File: src/hw/rtl/bba_pkg.sv
// Shared constants, codes and types of the buddy block allocator.
`default_nettype none
package bba_pkg;

   localparam int DEF_ATOMS  = 1024;
   localparam int DEF_LEVELS = 11;

   localparam int MIN_W  = 5;
   localparam int LVL_W  = 4;
   localparam int ATM_W  = 11;
   localparam int DATA_W = 32;
   localparam int ADDR_W = 4;

   localparam logic [MIN_W-1:0] MIN_RESET = 5'd6;
   localparam logic [LVL_W-1:0] LVL_RESET = 4'd11;
   localparam logic [ATM_W-1:0] ATM_RESET = 11'd1024;
   localparam logic [MIN_W-1:0] MIN_LIMIT = 5'd20;

   localparam logic [1:0] REG_MIN = 2'd0;
   localparam logic [1:0] REG_LVL = 2'd1;
   localparam logic [1:0] REG_ATM = 2'd2;

   localparam logic [1:0] OP_ALLOC  = 2'd0;
   localparam logic [1:0] OP_FREE   = 2'd1;
   localparam logic [1:0] OP_INIT   = 2'd2;
   localparam logic [1:0] OP_UNUSED = 2'd3;

   localparam logic [1:0] ST_OK       = 2'd0;
   localparam logic [1:0] ST_TOO_BIG  = 2'd1;
   localparam logic [1:0] ST_NO_MEM   = 2'd2;
   localparam logic [1:0] ST_INVALID  = 2'd3;

   typedef struct packed {
      logic [MIN_W-1:0] min_size_log2;
      logic [LVL_W-1:0] level_count;
      logic [ATM_W-1:0] atom_count;
      logic             valid;
   } cfg_type;

endpackage
`default_nettype wire

File: src/hw/rtl/bba_csr.sv
// Configuration registers with their APB-style port and the validity check.
`default_nettype none
module bba_csr #(
   parameter int ATOMS  = bba_pkg::DEF_ATOMS,
   parameter int LEVELS = bba_pkg::DEF_LEVELS
) (
   input  wire logic                       clock,
   input  wire logic                       reset,
   input  wire logic                       psel,
   input  wire logic                       penable,
   input  wire logic                       pwrite,
   input  wire logic [bba_pkg::ADDR_W-1:0] paddr,
   input  wire logic [bba_pkg::DATA_W-1:0] pwdata,
   output logic      [bba_pkg::DATA_W-1:0] prdata,
   output logic                            pready,
   output bba_pkg::cfg_type                cfg
);
   import bba_pkg::*;

   logic [MIN_W-1:0] min_ff, min_in;
   logic [LVL_W-1:0] lvl_ff, lvl_in;
   logic [ATM_W-1:0] atm_ff, atm_in;
   logic             wr_en;
   logic [5:0]       top_log2;
   logic [16:0]      blk;

   assign pready = 1'b1;
   assign wr_en  = psel && penable && pwrite;

   always_comb begin
      min_in = min_ff;
      lvl_in = lvl_ff;
      atm_in = atm_ff;
      if (wr_en) begin
         case (paddr[3:2])
            REG_MIN: min_in = pwdata[MIN_W-1:0];
            REG_LVL: lvl_in = pwdata[LVL_W-1:0];
            REG_ATM: atm_in = pwdata[ATM_W-1:0];
            default: ;
         endcase
      end
   end

   always_ff @(posedge clock) begin
      if (reset) begin
         min_ff <= MIN_RESET;
         lvl_ff <= LVL_RESET;
         atm_ff <= ATM_RESET;
      end else begin
         min_ff <= min_in;
         lvl_ff <= lvl_in;
         atm_ff <= atm_in;
      end
   end

   always_comb begin
      case (paddr[3:2])
         REG_MIN: prdata = DATA_W'(min_ff);
         REG_LVL: prdata = DATA_W'(lvl_ff);
         REG_ATM: prdata = DATA_W'(atm_ff);
         default: prdata = '0;
      endcase
   end

   // Size of one largest block in atoms and the log2 of its size in bytes.
   assign top_log2 = 6'(min_ff) + 6'(lvl_ff) - 6'd1;
   assign blk      = 17'd1 << (lvl_ff - 4'd1);

   always_comb begin
      cfg.min_size_log2 = min_ff;
      cfg.level_count   = lvl_ff;
      cfg.atom_count    = atm_ff;
      cfg.valid = (lvl_ff != '0) && (32'(lvl_ff) <= 32'(LEVELS)) &&
                  (atm_ff != '0) && (32'(atm_ff) <= 32'(ATOMS)) &&
                  (min_ff <= MIN_LIMIT) && (top_log2 <= 6'd31) &&
                  (17'(atm_ff) >= blk);
   end

endmodule
`default_nettype wire

File: config.mk
export PLATFORM = sky130hd
export DESIGN_NAME = bba_csr
export DESIGN_NICKNAME = d
export VERILOG_FILES = /design/src/hw/rtl/bba_pkg.sv /design/src/hw/rtl/bba_csr.sv
export SDC_FILE = /design/constraint.sdc
export NUM_CORES = 1
export LEC_CHECK = 0
export CORE_ASPECT_RATIO = 1.75
export CORE_UTILIZATION = 45
export DETAILED_ROUTE_END_ITERATION = 7
export DONT_BUFFER_PORTS = 1
export GPL_ROUTABILITY_DRIVEN = 1
export RECOVER_POWER = 100
export SKIP_LAST_GASP = 1
export SLEW_MARGIN = 15
export SYNTH_ARGS = -nofsm -noshare
export SYNTH_HDL_FRONTEND = slang
export SYNTH_SLANG_ARGS = --single-unit
File: constraint.sdc
create_clock -name clock -period 2.36 [get_ports clock]
set_input_delay 0.354 -clock clock [delete_from_list [all_inputs] [get_ports clock]]
set_output_delay 0.354 -clock clock [all_outputs]
set_load 0.1 [all_outputs]
# --- Word-level counts from Yosys, hierarchy flattened ---
# Cells that the tools add are included.
# Widths: inputs -> output; s select.
op_classes:
  addsub: 3
  magnitude_cmp: 5
  eq_ne: 2
  shift: 1
  n_mux: 1
  n_reduce_logical: 14
op_table:
  columns: ["op", "count"]
  rows:
  - ["$pmux 11 s3", 1]
  - ["$ge 11x17->1", 1]
  - ["$shl 1x4->17 const A", 1]
  - ["$le 11x11->1 const B", 1]
  - ["$reduce_bool 11->1", 1]
  - ["$logic_and 1x1->1", 8]
  - ["$add 5x4->6", 1]
  - ["$le 6x5->1 const B", 1]
  - ["$reduce_and 2->1", 3]
  - ["$sub 6x1->6 const B", 1]
  - ["$le 5x5->1 const B", 1]
  - ["$le 4x4->1 const B", 1]
  - ["$reduce_bool 4->1", 1]
  - ["$sub 4x1->4 const B", 1]
  - ["$eq 2x1->1 const B", 1]
  - ["$eq 2x2->1 const B", 1]
  - ["$logic_not 2->1", 1]
word_totals:
  reg_bits: 20
  inputBits: 41

# --- Logic depth before layout (Yosys ltp) ---
depth:
  ltp_word: 7
  ltp_mapped: 10

# --- Least setup slack after synthesis ---
# No wires, ideal clock.
synth_path:
  path_kind: "reg-to-output"
  from: "reg lvl_ff[1]"
  to: "out cfg[0] in the netlist's numbering"
  arrival_ns: 4.930
  required_ns: 2.006
  path_slack_ns: -2.924
  stages_incl_launch_ff: 10
  path_buffers: 0
  path_cell_list: "dfxtp_1 inv_1 ha_1 inv_1 ha_1 fa_1 a21o_1 a21oi_1 mux2_2 a211oi_1"
synth_rtl:
  columns: ["item", "line", "source"]
  rows:
  - ["start, declared", "bba_csr.sv:21", "logic [LVL_W-1:0] lvl_ff, lvl_in;"]
  - ["start signal, assigned", "bba_csr.sv:51", "lvl_ff <= lvl_in;"]
  - ["end, declared", "bba_csr.sv:16", "output bba_pkg::cfg_type cfg"]

==> results.tsv <==
stage	metric	value	unit
route	DR vias	1454	
place	PortBufs	0	
route	total routed wirelength	4342	um
power	Gate power share	36.2	%
final_layout	NumNets Final	299	
timing	final setup fails	7	
grt	total gr overflow	0	
final_layout	fill count	359	
floorplanning	die footprint	0.003912	mm^2
status	status	finished with violations	
clock_network	clock root cell	clkbuf_8	
worst_hold_path	hold crit path type	in2reg	
power	Net Sw Frac	40.85	%
final_layout	P&R area growth vs syn	21.52	%
timing	fin. max-slew vios	0	
final_layout	share of cells above drive strength 1	25.63	%
synth	area leader, netlist	dfxtp_1	
route	Detailed Route Iter0 Violations	37	
run	maxcap violations	0	
timing	final hold vios	0	
synth	Syn Std Cell Area	0.001645	mm^2
route	Remaining DRCs	0	
power	PD cells	537.4	mW/mm^2
critical_path	crit path DAT	2.49	ns
critical_path	Crit Path Category	reg2out	
place	DP Area	0.002006	mm^2
floorplanning	Die Ht	81.99	um
synth	top-count cell post-synth	buf_4	
grt	largest net degree at the start of global routing	16	
critical_path	CP max-delay cell	dfxtp_4	
clock_network	clk slew on worst S/H paths	0.08	ns
timing	Worst Clk Skew	0	ns
final_layout	Inserted Diodes	0	
place	pre-CTS WS	-0.2557	ns
power	Leak Pwr	0.9314	nW
timing	RSZ-0062 raised after global routing	true	
timing	Max-slew headroom	11.76	%
critical_path	CP Capture Type	output port	
place	gp weighted congestion	0.8733	
route	Avg WL per Cell	15.34	um
floorplanning	initial core utilization	47.92	%
place	DP HPWL	3596	um
power	Sequential Power Share	31.7	%
grt	via count of the first global-routing pass	1458	
timing	setup_tns	-1.782	ns
synth	register area share after synthesis	24.33	%
timing	Final Cycle Share	120.6	%
power	Int Power	0.0006356	W
clock_network	Clock Latency Late Sink	0.26	ns
timing	worst hold margin	0.1468	ns
grt	antenna violations before repair	0	
critical_path	critical path cell sequence	inv_2, ha_4, inv_1, ha_2, fa_2, a21o_1, a21oi_2, mux2_4, a211oi_4, buf_12	
synth	Synth Warn #	0	
synth	Post-synth EDFFs	0	
clock_network	TritonCTS sink count	20	
route	Initial DRT Pass Iterations	4	
synth	count of cell types in the netlist	35	
critical_path	CP peak stage delay	0.35	ns
floorplanning	Core Footprint	0.003433	mm^2
route	DR vias/cell	5.138	
clock_network	CTS tree	built	
critical_path	critical-path maximum fanout	2	
power	clock power share	32.2	%
grt	first-pass GRT wire length	6693	um
final_layout	area of all placed cells without fillers	0.001999	mm^2
floorplanning	IO Count	95	
synth	area share of the largest cell type after synthesis	24.33	%
clock_network	Post-CTS Setup Inserts	0	
timing	post-layout min period	2.846	ns
synth	Main synth FF type	dfxtp_1	
synth	Post-Syn Area per Cell	8.227	um^2
synth	Yosys reg bits	20	
clock_network	# H-tree levels	1	
status	violated checks	negative setup slack	
clock_network	CTS buffer count	3	
grt	GR Util All Layers	24.13	%
critical_path	CP Launch Type	register	
synth	Synth top cells by count	buf_4, mux2i_1, nor2_1	
timing	final worst setup slack	-0.4860	ns
timing	fmax	351.4	MHz
clock_network	Max clock buf depth	2	
synth	Mapped Cells	200	
synth	ranking of synthesized cells by area	dfxtp_1, ha_1, mux2i_1	
floorplanning	Die W	47.71	um
critical_path	Worst EP required	2.01	ns
power	net switching power figure	0.0004389	W
synth	Synth async-reset ratio	0	%
route	Antenna Nets Post-Route	0	
timing	Worst Tran Pin Value	1.324	ns
power	worst ir drop on vdd	0.4072	mV
floorplanning	cell row count	28	
[power by group through the flow]
stage	sequential (W)	clock [W]	combinational, W
CTS	0.000340	0.000353	0.000392
global route	0.000341	0.000369	0.000402
floorplan	0.000384	0	0.000332
finish	0.000340	0.000346	0.000388
detailed placement	0.000348	0	0.000390
global placement	0.000348	0	0.000386
[state kept, by name, indices dropped and copies added (netlist names)]
signal / cells
atm_ff: 11
min_ff: 5
lvl_ff: 4
[kinds of logic after synthesis]
kind of cell	count (synthesis)	share of synthesized area, %
AO/OA/AOI/OAI	21	8.136
adder cells (fa/ha/maj)	19	14.91
buffers and inverters	51	18.63
flip-flops	20	24.33
multiplexers	23	14.07
other	2	0.4564
AND/OR/NAND/NOR	64	19.47
[worst max-delay path, delay by kind of cell (launching register included)]
kind            cells  cell delay (ns)
buf+inv             3             0.30
flops               1             0.35
compound gates      3             0.53
mux                 1             0.34
fa+ha+maj           3             0.73
[stage by stage]
step | util [%] | total power (W) | instances
6_report | 58.24 | 0.001074 | 283
5_1_grt | 58.24 | 0.001113 | 283
4_1_cts | 60.50 | 0.001085 | 283
3_5_place_dp | 58.42 | 0.0007389 | 279
3_3_place_gp | 58.42 | 0.0007346 | 279
2_1_floorplan | - | 0.0007161 | 220
[path summary, 6_finish.rpt]
path / end / start / depth (start not counted) / slack [ns]
worst max-delay path: cfg[0] / min_ff[1] / 10 / -0.49
worst min-delay path: min_ff[3] / reset / 1 / 0.15
worst max register to register: atm_ff[2] / atm_ff[2] / 3 / 0.64
worst min register to register: min_ff[2] / min_ff[2] / 2 / 0.55
[area by class of cell]
class                      instances  area [um^2]  share of cell area (%)
timing repair buffer              45        314.1                   15.71
tap                               45        56.30                   2.816
clock buffer                       3        41.29                   2.065
clock inverter                     1        30.03                   1.502
multi-input combinational        149         1057                   52.88
sequential                        20        425.4                   21.28
inverter                          20        75.07                   3.755
[layout by cell type (no fill, tap or decap), types with 2 or more instances in the layout]
cell type,count
nand3_1,7
clkbuf_1,11
ha_1,16
clkbuf_2,8
nor2_1,21
o21ai_2,4
nor2b_1,2
clkbuf_8,3
a21o_1,2
a21oi_1,2
dfxtp_4,6
o211ai_1,3
nand2_1,18
and2_1,5
conb_1,22
nor4_1,2
dfxtp_1,12
buf_4,23
inv_2,3
o21ai_0,3
dfxtp_2,2
inv_1,17
buf_12,3
mux2i_1,22
and4_1,2
[timing repair]
action,4_1_cts,5_1_grt
hold buffers,0,0
pin swaps,1,0
endpoints found under the setup margin,1,1
gates resized for setup,0,0
[metal layers]
metal	vias up	track usage [%]	wire (um)
met5	-	0	0
met3	9	3.956	278
met1	686	24.10	1524
li1	697	-	-
met4	0	8.333	106
met2	62	46.22	2432
Power figures use the tool's default switching activity.
